**src/rtl/assert_macros.svh**
```systemverilog
// ----------------------------------------------------------------------------
// assert_macros.svh
// assertion macros used by the rtl top, clocked on clk, off during reset
// ----------------------------------------------------------------------------
`ifndef ASSERT_MACROS_SVH
`define ASSERT_MACROS_SVH

// property that must hold at every clock edge outside reset
`define IBS_ASSERT(name, prop, msg) \
	name: assert property (@(posedge clk) disable iff (!arst_n) prop) else $error(msg);

// condition now implies a consequence in the next cycle
`define IBS_ASSERT_NEXT(name, pre, post, msg) \
	name: assert property (@(posedge clk) disable iff (!arst_n) (pre) |=> (post)) \
		else $error(msg);

`endif

```
**src/rtl/ibs_ram.sv**
```systemverilog
// ----------------------------------------------------------------------------
// ibs_ram
// simple dual port synchronous ram, one write and one registered read port
// ----------------------------------------------------------------------------
module ibs_ram #(
	parameter int WIDTH  = 8,
	parameter int ADDR_W = 8
) (
	input  logic              clk,
	input  logic              we,
	input  logic [ADDR_W-1:0] waddr,
	input  logic [WIDTH-1:0]  wdata,
	input  logic              re,
	input  logic [ADDR_W-1:0] raddr,
	output logic [WIDTH-1:0]  rdata
);

	logic [WIDTH-1:0] mem [2**ADDR_W];

	always_ff @(posedge clk) begin
		if (we) begin
			mem[waddr] <= wdata;
		end
	end

	// read data holds until the next read
	always_ff @(posedge clk) begin
		if (re) begin
			rdata <= mem[raddr];
		end
	end

endmodule

```
**config.mk**
```make
export PLATFORM = sky130hd
export DESIGN_NAME = ibs_ram
export DESIGN_NICKNAME = d
export VERILOG_FILES = /design/src/rtl/assert_macros.svh /design/src/rtl/ibs_ram.sv
export SDC_FILE = /design/constraint.sdc
export NUM_CORES = 2
export LEC_CHECK = 0
export CORE_MARGIN = 8
export CORE_UTILIZATION = 40
export CTS_CLUSTER_DIAMETER = 30
export DETAILED_ROUTE_END_ITERATION = 10
export DONT_BUFFER_PORTS = 1
export MAX_ROUTING_LAYER = met4
export PLACE_DENSITY = 0.55
export SYNTH_ARGS = -nofsm -noshare
export SYNTH_HDL_FRONTEND = slang
export SYNTH_SLANG_ARGS = --single-unit
```
**constraint.sdc**
```tcl
create_clock -name clk -period 5 [get_ports clk]
set_input_delay 0.25 -clock clk [delete_from_list [all_inputs] [get_ports clk]]
set_output_delay 0.25 -clock clk [all_outputs]
set_load 0.05 [all_outputs]
```
==> flow_summary.ini <==
[status]
status = complete, but fails checks
violations = hold timing, capacitance limit, slew limit

[cts]
cts_inserted_buffers = 407
postCtsSetupRepairBufs = 0
htreeDepth = 5
ctsResizeCount = 0
cts_tree = done
clockBufferDepth = 4
clock_sinks = 2056
path_clk_slew_ns = 0.05
cts-root-buf = clkbuf_16
clk_latency_ns = 0.96

[synthesis]
yosysMostFrequentCell = edfxtp_1
syn_nets = 3760
synth_cells = 3733
synth_cell_types = 54
synth_top_area_share_pct = 77.5
synth_seq_cells = 2056
async_flop_share_pct = 0
synth_edf_count = 2056
synthTopCellsByArea = edfxtp_1 (78%), mux4_2 (13%), mux2i_1 (1.7%)
syn_avg_cell_area_um2 = 21.3
seq_area_frac_synth_pct = 77.5
synth_common_cells = edfxtp_1 (2056), mux4_2 (454), nor2_1 (282), mux2i_1 (134), a22oi_1 (133)
synth_ff_type = edfxtp_1
ys_warn_count = 0
netlist_area_mm2 = 0.0796
synth_top_area_cell = edfxtp_1

[global_route]
overflow = 0
grtUsageMet1_pct = 26.8
grt_max_degree = 579
first_global_vias = 40300
grt_use_total_pct = 19.8
grtUsageMet2_pct = 30.9
antenna_found_initial = 5
top_usage_layer = met2
grt_pass1_wl_mm = 299
use_met3_pct = 4.11

[drt]
drtPass1Iterations = 5
detail_route.wirelength_mm = 209
wl_per_cell_um = 30.1
num_vias = 39700
ant_nets = 0
first_iter_violations = 4514
vias_per_cell = 5.71
drc = 0

[timing]
hold_viol = 6
slew_viol_final = 201
clock_skew_ns = 0.0507
slew-limit-headroom_pct = -5.76
tns_ns = 0
rsz0062_at_grt = false
worst_slew_pin_slew_ns = 1.59
fmax_mhz = 225
fin_crit_ns = 4.45
setup_violations = 0
timing.hold.ws_ns = -0.00901
fin_crit_sh_pct = 89.0

[min_path]
min_delay_path_depth = 1
hold_path.class = primary input to register

[setup_path]
r2r_cells = 6
start_kind = primary input
worst-path-stages = 10
slowest_delay_ns = 0.75
critPathMaxFanout = 153
critical-path-top-delay-family = buffers and inverters
cp_common_cell = buf_16
slowest_stage = buf_16
critPathKind = primary input to register
critical_path_buf_inv_count = 4
end_kind = register
crit_arrival_ns = 5.06
path_cells = buf_16 > buf_16 > buf_16 > mux4_2 > a22o_1 > nor3_1 > a21oi_1 > a22oi_1 > dlygate4sd3_1 > nor4_2
crit_required_ns = 5.61

[layout]
drive_above_1_share_pct = 27.8
nets = 4012
fin_util_pct = 48.7
area_growth_pct = 20.9

[die]
dieArea_mm2 = 0.214
io_pins = 35
rows = 163
die_h_um = 462
core_mm2 = 0.198
die_w_um = 462
start_util_pct = 40.3

[placement]
portBuffers = 0
gp_congestion = 0.809
hpwlAfterDp_mm = 112

[power]
cellPowerDensity_mw_per_mm2 = 497
vdd_drop_max_mv = 0.465
leakagePower_uw = 0.0304

[job]
maxCapViolations = 1
-- repair_timing --
| action | in CTS | in global routing |
|---|---|---|
| hold buffers | 24 | 3 |
| endpoints found under the hold margin | 2170 | 21 |
| endpoints found under the setup margin | 0 | 3 |
-- report_power, final --
part           total, uW  internal (uW)  switching [uW]  leakage, uW
Clock              27200          18300            8960      0.00668
Sequential         19100          19100            61.5       0.0185
Combinational       1530            552             978      0.00526
Total              47900          37900           10000       0.0304
-- state kept, by name (all words and copies together) (netlist names) --
register,flops
mem,2048
rdata,8
-- through the flow --
stage	hold WS, ns	cells	total power (uW)	instance area [um^2]	setup WS (ns)
after floorplan	0.349	3733	20300	79600	2.67
after global placement	0.377	6184	20500	81900	0.878
after detailed placement	0.377	6184	20500	81900	0.931
after CTS	0.00373	6941	48100	96100	1.69
after global routing	0.00601	6949	49100	96300	0.291
final	-0.00901	6951	47900	96300	0.548
-- cell usage in the layout (no fill, tap or decap), drive strengths merged, types with 2 or more instances in the layout --
master	netlist	final
nand2b	8	8
clkinvlp	0	40
nand3b	2	2
bufinv	0	62
o22ai	28	28
mux4	456	456
nand3	34	34
and2	6	6
inv	1	39
dlygate4sd3	0	19
buf	122	56
clkinv	1	151
a311oi	2	2
nand2	33	33
a211oi	16	16
a31oi	2	2
nor4	27	27
nand4	10	10
nor2b	31	31
o21ai	12	12
o22a	5	5
nor3	22	22
edfxtp	2056	2056
a21oi	96	96
o221ai	47	47
o32ai	5	5
a221oi	14	14
a22o	8	8
clkbuf	111	444
a2111oi	5	5
nor2	282	282
or2	4	4
diode	0	2
and3b	2	2
mux2i	134	134
a22oi	133	133
o211ai	10	10
-- cell type report --
| class | instances | area, um^2 |
|---|---|---|
| fill | 15900 | 101000 |
| sequential | 2056 | 61700 |
| multi-input combinational | 1442 | 16500 |
| clock buffer | 443 | 10400 |
| clock inverter | 290 | 3410 |
| tap | 2640 | 3300 |
| timing repair buffer | 76 | 876 |
| inverter | 2 | 7.51 |
| antenna | 2 | 5.00 |
-- path summary, 6_finish.rpt --
check | start | endpoint | slack (ns)
hold / removal | wdata[1] | mem[65][1] | -0.009
setup reg to reg | mem[80][5] | rdata[5] | 1.71
setup / recovery | raddr[0] | rdata[6] | 0.55
hold reg to reg | mem[40][3] | rdata[3] | 1.16
-- metal layers --
| metal | vias to the layer above | part of all wire (%) |
|---|---|---|
| met5 | - | 0 |
| met4 | 0 | 2.5 |
| met3 | 369 | 7.2 |
| met2 | 1574 | 48 |
| met1 | 21300 | 42 |
| li1 | 16400 | - |
-- kinds of logic (layout without fill, tap and decap cells) --
kind of cell,Yosys count,count (layout),synth area share [%]
flip-flops,2056,2056,77.5
multiplexers,591,591,14.6
AND/OR/NAND/NOR,466,466,2.63
AO/OA/AOI/OAI,385,385,3.42
buffers and inverters,235,811,1.83
other,0,2,0
(Power assumes the default switching activity.)
