### src/rtl/assert_macros.svh
// ----------------------------------------------------------------------------
// assert_macros.svh
// assertion macros used by the rtl top, clocked on clk, off during reset
// ----------------------------------------------------------------------------
`ifndef ASSERT_MACROS_SVH
`define ASSERT_MACROS_SVH

// property that must hold at every clock edge outside reset
`define IBS_ASSERT(name, prop, msg) \
	name: assert property (@(posedge clk) disable iff (!arst_n) prop) else $error(msg);

// condition now implies a consequence in the next cycle
`define IBS_ASSERT_NEXT(name, pre, post, msg) \
	name: assert property (@(posedge clk) disable iff (!arst_n) (pre) |=> (post)) \
		else $error(msg);

`endif

### src/rtl/ibs_pkg.sv
// ----------------------------------------------------------------------------
// ibs_pkg
// shared types and constants of the indirect binary search block
// ----------------------------------------------------------------------------
package ibs_pkg;

	localparam int DEPTH     = 256;
	localparam int KEY_WIDTH = 32;
	localparam int ADDR_W    = $clog2(DEPTH);
	localparam int CNT_W     = $clog2(DEPTH + 1);
	localparam int CFG_IDX_W = 2;

	// commands
	localparam logic [1:0] CMD_WRITE_KEY   = 2'd0;
	localparam logic [1:0] CMD_WRITE_ORDER = 2'd1;
	localparam logic [1:0] CMD_SEARCH      = 2'd2;

	// configuration register indexes
	localparam logic [CFG_IDX_W-1:0] CFG_ENTRY_COUNT = 2'd0;
	localparam logic [CFG_IDX_W-1:0] CFG_KEY_SIGNED  = 2'd1;

	localparam logic [KEY_WIDTH-1:0] KEY_SIGN = {1'b1, {(KEY_WIDTH-1){1'b0}}};

	typedef struct packed {
		logic [1:0]  command;
		logic [7:0]  slot;
		logic [31:0] key_value;
		logic [7:0]  order_entry;
		logic [31:0] search_key;
	} req_t;

	typedef struct packed {
		logic [8:0] position;
		logic       found;
	} rsp_t;

	typedef struct packed {
		logic              we;
		logic [ADDR_W-1:0] waddr;
		logic [ADDR_W-1:0] wdata;
		logic              re;
		logic [ADDR_W-1:0] raddr;
	} ord_port_t;

	typedef struct packed {
		logic                 we;
		logic [ADDR_W-1:0]    waddr;
		logic [KEY_WIDTH-1:0] wdata;
		logic                 re;
		logic [ADDR_W-1:0]    raddr;
	} key_port_t;

	typedef enum logic [1:0] {
		S_IDLE,
		S_KEY,
		S_CMP
	} state_t;

endpackage

### src/rtl/ibs_ctrl.sv
// ----------------------------------------------------------------------------
// ibs_ctrl
// command decode and search sequencer driving the order and key stores
// ----------------------------------------------------------------------------
module ibs_ctrl import ibs_pkg::*; (
	input  logic                 clk,
	input  logic                 arst_n,
	input  logic                 req_valid,
	output logic                 req_stall,
	input  req_t                 req,
	input  logic [CNT_W-1:0]     n_eff,
	input  logic                 key_signed,
	input  logic                 out_free,
	output ord_port_t            ord_port,
	input  logic [ADDR_W-1:0]    ord_rdata,
	output key_port_t            key_port,
	input  logic [KEY_WIDTH-1:0] key_rdata,
	output logic                 res_valid,
	output rsp_t                 res
);

	state_t               state_q, state_d;
	logic [ADDR_W-1:0]    l_q, l_d;
	logic [ADDR_W-1:0]    r_q, r_d;
	logic [ADDR_W-1:0]    mid_q, mid_d;
	logic [KEY_WIDTH-1:0] want_q, want_d;
	logic [CNT_W-1:0]     n_q, n_d;

	logic                 accept;
	logic                 zero_search;
	logic [KEY_WIDTH-1:0] sign_mask;
	logic [KEY_WIDTH-1:0] have;
	logic [ADDR_W-1:0]    r_init;

	assign sign_mask   = key_signed ? KEY_SIGN : '0;
	assign have        = key_rdata ^ sign_mask;
	assign zero_search = (req.command == CMD_SEARCH) && (n_eff == '0);
	assign r_init      = ADDR_W'(n_eff - CNT_W'(1));

	always_ff @(posedge clk or negedge arst_n) begin
		if (!arst_n) begin
			state_q <= S_IDLE;
		end else begin
			state_q <= state_d;
		end
	end

	always_ff @(posedge clk) begin
		l_q    <= l_d;
		r_q    <= r_d;
		mid_q  <= mid_d;
		want_q <= want_d;
		n_q    <= n_d;
	end

	always_comb begin
		state_d   = state_q;
		l_d       = l_q;
		r_d       = r_q;
		mid_d     = mid_q;
		want_d    = want_q;
		n_d       = n_q;
		req_stall = 1'b1;
		accept    = 1'b0;
		res_valid = 1'b0;
		res       = '0;

		ord_port       = '0;
		ord_port.waddr = req.slot[ADDR_W-1:0];
		ord_port.wdata = req.order_entry[ADDR_W-1:0];
		key_port       = '0;
		key_port.waddr = req.slot[ADDR_W-1:0];
		key_port.wdata = req.key_value[KEY_WIDTH-1:0];

		unique case (state_q)
			S_IDLE: begin
				req_stall = zero_search && !out_free;
				accept    = req_valid && !req_stall;
				if (accept) begin
					unique case (req.command)
						CMD_WRITE_KEY:   key_port.we = 1'b1;
						CMD_WRITE_ORDER: ord_port.we = 1'b1;
						CMD_SEARCH: begin
							if (n_eff == '0) begin
								res_valid = 1'b1;
							end else begin
								l_d            = '0;
								r_d            = r_init;
								mid_d          = r_init >> 1;
								want_d         = req.search_key[KEY_WIDTH-1:0] ^ sign_mask;
								n_d            = n_eff;
								ord_port.re    = 1'b1;
								ord_port.raddr = r_init >> 1;
								state_d        = S_KEY;
							end
						end
						default: ;
					endcase
				end
			end
			S_KEY: begin
				key_port.re    = 1'b1;
				key_port.raddr = ord_rdata;
				state_d        = S_CMP;
			end
			S_CMP: begin
				priority if (have == want_q) begin
					if (out_free) begin
						res_valid    = 1'b1;
						res.position = CNT_W'(mid_q);
						res.found    = 1'b1;
						state_d      = S_IDLE;
					end
				end else if ((have < want_q) ? (mid_q == r_q) : (mid_q == l_q)) begin
					// bounds cross: key absent
					if (out_free) begin
						res_valid    = 1'b1;
						res.position = n_q;
						state_d      = S_IDLE;
					end
				end else begin
					if (have < want_q) begin
						l_d = mid_q + ADDR_W'(1);
					end else begin
						r_d = mid_q - ADDR_W'(1);
					end
					mid_d          = l_d + ((r_d - l_d) >> 1);
					ord_port.re    = 1'b1;
					ord_port.raddr = mid_d;
					state_d        = S_KEY;
				end
			end
			default: state_d = S_IDLE;
		endcase
	end

endmodule

### config.mk
export PLATFORM = sky130hd
export DESIGN_NAME = ibs_ctrl
export DESIGN_NICKNAME = d
export VERILOG_FILES = /design/src/rtl/assert_macros.svh /design/src/rtl/ibs_pkg.sv /design/src/rtl/ibs_ctrl.sv
export SDC_FILE = /design/constraint.sdc
export NUM_CORES = 1
export LEC_CHECK = 0
export ABC_AREA = 1
export BUFFER_PORTS_ARGS = -buffer_cell sky130_fd_sc_hd__buf_4
export CAP_MARGIN = 5
export CORE_UTILIZATION = 49
export CTS_CLUSTER_SIZE = 10
export DETAILED_ROUTE_END_ITERATION = 16
export MAX_ROUTING_LAYER = met4
export PLACE_DENSITY = 0.82
export SETUP_SLACK_MARGIN = 0.15
export SLEW_MARGIN = 20
export SYNTH_ARGS = -nofsm -noshare
export SYNTH_HDL_FRONTEND = slang
export SYNTH_SLANG_ARGS = --single-unit
export TNS_END_PERCENT = 100
### constraint.sdc
create_clock -name clk -period 6.26 [get_ports clk]
set_clock_uncertainty 0.1 [all_clocks]
set_input_delay 0.313 -clock clk [delete_from_list [all_inputs] [get_ports clk]]
set_output_delay 0.313 -clock clk [all_outputs]
set_load 0.02 [all_outputs]
==> results of run 1 <==
[cells in the mapped netlist (all sizes together)]
cell    instances  area, µm²
and3            1       6.26
or2             3       18.8
fa              1       20.0
dfrtp           2       50.1
a21boi          1       11.3
nand4           5       31.3
nand3b          3       22.5
buf            61        473
xor2           26        228
nor3            9       45.0
o22ai           2       12.5
a21oi          23        126
clkbuf          3       11.3
o21a            3       22.5
ha             45        563
o21ai          37        219
inv           102        383
edfxtp         65       1950
a21o            1       7.51
a32o            1       10.0
nor4            2       18.8
xnor2           6       52.6
nand2         147        659
o31ai           1       7.51
clkinv          2       7.51
nand3          33        175
nor2           51        211
[what timing repair did]
action / CTS / global route
setup buffers: 0 / 0
endpoints found under the hold margin: 2 / 0
hold buffers: 1 / 0
[stage by stage]
stage / worst slack (ps) / cells / instance area [µm²] / hold WS (ps) / util [%]
after global routing: 249 / 846 / 6130 / 7.00 / 58.6
after global placement: 1230 / 829 / 5950 / -4.72 / 56.9
after floorplan: 1160 / 636 / 5350 / -82.6 / -
after detailed placement: 1090 / 829 / 5950 / -3.96 / 56.9
after CTS: 728 / 846 / 6130 / 13.3 / 58.6
[cells by family after synthesis]
| logic type | share of synthesized area [%] |
|---|---|
| AND/OR/NAND/NOR | 22.2 |
| buffers and inverters | 16.4 |
| AO/OA/AOI/OAI | 7.80 |
| flip-flops | 37.5 |
| adder cells (fa/ha/maj) | 10.9 |
| XOR/XNOR | 5.24 |
[routing by layer]
metal / GRT usage [%]
met1: 24.4
met3: 6.81
met2: 42.5
met5: -
met4: 8.61
==> impl_metrics.tcl, run 1 <==
set metrics [dict create \
    die_w_um 106 \
    post-dp-hpwl_um 10200 \
    cts_sinks 67 \
    cts_root_buf "clkbuf_8" \
    grt_usage_pct 23.6 \
    yosysWarnings 0 \
    first_global_vias 4444 \
    io_buffer_count 119 \
    synthesis.nets 818 \
    status "did not finish" \
    grt-ovfl-total 0 \
    ctsHtreeMaxLevel 3 \
    antenna_found_initial 0 \
    synth.distinct_cells 41 \
    grt_pass1_wl_um 20200 \
    firstError "[ERROR DRT-0255] Maze Route cannot find path of net req[44] in worker of routeBox ( 96600 96600 ) ( 106445 106445 )." \
    post_cts_resized 0 \
    synthCells 636 \
    grt_max_degree 48 \
    die_y_um 106 \
    lastStage "detailed routing" \
    ioPinCount 224 \
    start_util_pct 51.1 \
    cts_buffers 9 \
    yosysSeqAreaShare_pct 37.5 \
    cts.path.max_buffers 2 \
    syn_area_per_cell_um2 8.40 \
    gp_congestion 0.911 \
    postSynthRegisterBits 67 \
    syn_area_um2 5350 \
    num_rows 37 \
]
==> inputs of run 2 (changes only) <==
--- a/config.mk
+++ b/config.mk
@@ -8,12 +8,9 @@
 export ABC_AREA = 1
 export BUFFER_PORTS_ARGS = -buffer_cell sky130_fd_sc_hd__buf_4
 export CAP_MARGIN = 5
-export CORE_UTILIZATION = 49
-export CTS_CLUSTER_SIZE = 10
+export CORE_UTILIZATION = 40
 export DETAILED_ROUTE_END_ITERATION = 16
-export MAX_ROUTING_LAYER = met4
-export PLACE_DENSITY = 0.82
-export SETUP_SLACK_MARGIN = 0.15
+export PLACE_DENSITY_LB_ADDON = 0.15
 export SLEW_MARGIN = 20
 export SYNTH_ARGS = -nofsm -noshare
 export SYNTH_HDL_FRONTEND = slang
==> impl_metrics.tcl, run 2 <==
set metrics [dict create \
    fp.coreArea_um2 12800 \
    synthesis.nets 818 \
    cts_sinks 67 \
    required_ps 5850 \
    rsz0062_at_grt "false" \
    totalPowerFinal_mw 2.49 \
    worst_path_largest_cell_delay_ps 350 \
    dr.pass1.iters 4 \
    max-vdd-ir-drop_mv 0.254 \
    ant_nets 0 \
    synth_edf_count 65 \
    postSynthRegisterBits 67 \
    final_util_pct 49.3 \
    path_delay_family "simple AND/OR/NAND/NOR gates" \
    period_share_pct 88.7 \
    setup_violations 0 \
    start_util_pct 41.7 \
    first_global_vias 4313 \
    synth.distinct_cells 41 \
    wl_um 12800 \
    syn_to_final_growth_pct 18.3 \
    ctsHtreeMaxLevel 3 \
    synthCells 636 \
    post-dp-hpwl_um 10100 \
    syn_area_per_cell_um2 8.40 \
    via_per_inst 4.76 \
    critPathSlowestCell "edfxtp_1" \
    gp_congestion 0.837 \
    holdCritStartpoint "req[16]" \
    cts.path.max_buffers 2 \
    worstSetupStartpointType "flip-flop" \
    rr_startpoint "want_q[13]" \
    drt-initial-drc-count 239 \
    post_cts_resized 0 \
    yosys-top-cells-area "edfxtp_1 (37%), ha_1 (11%), nand2_1 (8.4%)" \
    drive_above_1_share_pct 25.7 \
    m1WireLength_um 5260 \
    yosysWarnings 0 \
    layout.nets 888 \
    grt_pass1_wl_um 20700 \
    period_needed_ps 5550 \
    synth_most_common_cell "nand2_1" \
    io_buffer_count 119 \
    grt_usage_pct 19.1 \
    ff2ff_setup_slack_ps 1510 \
    yosys.area.top_type "edfxtp_1" \
    cts_tree "yes" \
    synth_commonest_cells "nand2_1 (120), inv_1 (96), edfxtp_1 (65), buf_4 (56), nor2_1 (47)" \
    path_buf_inv 3 \
    end_kind "output pin" \
    finalMaxSlewViolations 0 \
    tns_ps 0 \
    diodes 0 \
    ioPinCount 224 \
    cp_common_cell "nand2_1" \
    grt_max_degree 47 \
    cts_buffers 9 \
    num_rows 41 \
    power_density_nw_per_um2 393 \
    status "completed" \
    synth_top_flop_cell "edfxtp_1" \
    clk_pin_slew_ps 60 \
    layout_common_cells "buf_4 (122), nand2_1 (120), inv_1 (96)" \
    worstSetupPathType "reg2out" \
    fmax_mhz 180 \
    worst_pin_slew_ps 610 \
    drc 0 \
    r2r-end "mid_q[7]" \
    yosysSeqAreaShare_pct 37.5 \
    p_leak_nw 3.13 \
    met3_length_um 1050 \
    die_w_um 118 \
    mostFrequentLayoutCell "buf_4" \
    dieArea_um2 13800 \
    dr.max_layer_used "met4" \
    hold_viol_final 0 \
    min_delay_path_depth 1 \
    clock_latency_ps 340 \
    cts_root_buf "clkbuf_16" \
    synth_top_cell_area_share_pct 36.5 \
    cp.arrival_ps 5140 \
    regMostFlops "want_q" \
    routed-wl-met2_um 6060 \
    grt-ovfl-total 0 \
    syn_area_um2 5350 \
    min_path_type "in2reg" \
    slew_headroom_pct 59.2 \
    async_flop_share_pct 2.99 \
    rr_worst_depth 27 \
    min_delay_worst_endpoint "want_q[16]" \
    largest_reg_flops 32 \
    largestRegisters "want_q x32, n_q x9" \
    die_y_um 118 \
    drv_cap 0 \
    dr_total_vias 4199 \
    antenna_found_initial 0 \
    worst-path-max-fanout 31 \
    wl_per_cell_um 14.4 \
]
## run 2: cell families (layout without fill, tap and decap cells)
group                      Yosys count  in the layout  share of synthesized area, %
and+or+nand+nor                    254            254                          22.2
buffers and inverters              168            243                          16.4
xor gates and xnor gates            32             32                          5.24
AOI/OAI and AO/OA                   69             69                          7.80
adders and majority gates           46             46                          10.9
DFF                                 67             67                          37.5
## run 2: final cells by class
cell class	instances	area [µm²]
fill	1249	6500
multi-input combinational	401	2480
sequential	67	2000
timing repair buffer	123	926
inverter	104	390
clock buffer	9	225
tap	172	215
clock inverter	7	82.6
## run 2: where the power goes
part / switching (mW) / internal, mW / total, mW
clock: 0.187 / 0.343 / 0.530
combinational: 0.824 / 0.493 / 1.32
sequential: 0.0433 / 0.597 / 0.641
## run 2: worst max-delay path by stage
stage	from	to	slack [ps]	cells past startpoint
floorplan	n_eff[0]	l_q[0]	1160	13
global placement	key_signed	ord_port[7]	1170	28
detailed placement	key_signed	ord_port[7]	990	28
CTS	want_q[21]	ord_port[7]	760	28
global route	want_q[15]	ord_port[7]	180	28
finish	want_q[13]	ord_port[7]	710	28
## run 2: through the flow
step | cells | setup WS (ps) | instance area [µm²] | hold WS [ps]
after global placement | 866 | 1170 | 6000 | 0.633
final | 883 | 708 | 6320 | 47.1
after CTS | 883 | 755 | 6320 | 34.6
after global routing | 883 | 185 | 6320 | 32.3
after floorplan | 636 | 1160 | 5350 | -82.6
after detailed placement | 866 | 994 | 6000 | -1.40
## run 2: per-layer routing
layer | vias up | GRT usage, %
li1 | 2143 | -
met1 | 1867 | 21.4
met2 | 145 | 32.9
met3 | 44 | 7.12
met4 | 0 | 7.45
met5 | - | 0
## run 2: timing repair
item	4_1_cts	5_1_grt
hold buffers	1	0
buffers inserted	0	0
endpoints found under the hold margin	2	0
Note: power is estimated with default switching activity, not from simulation.
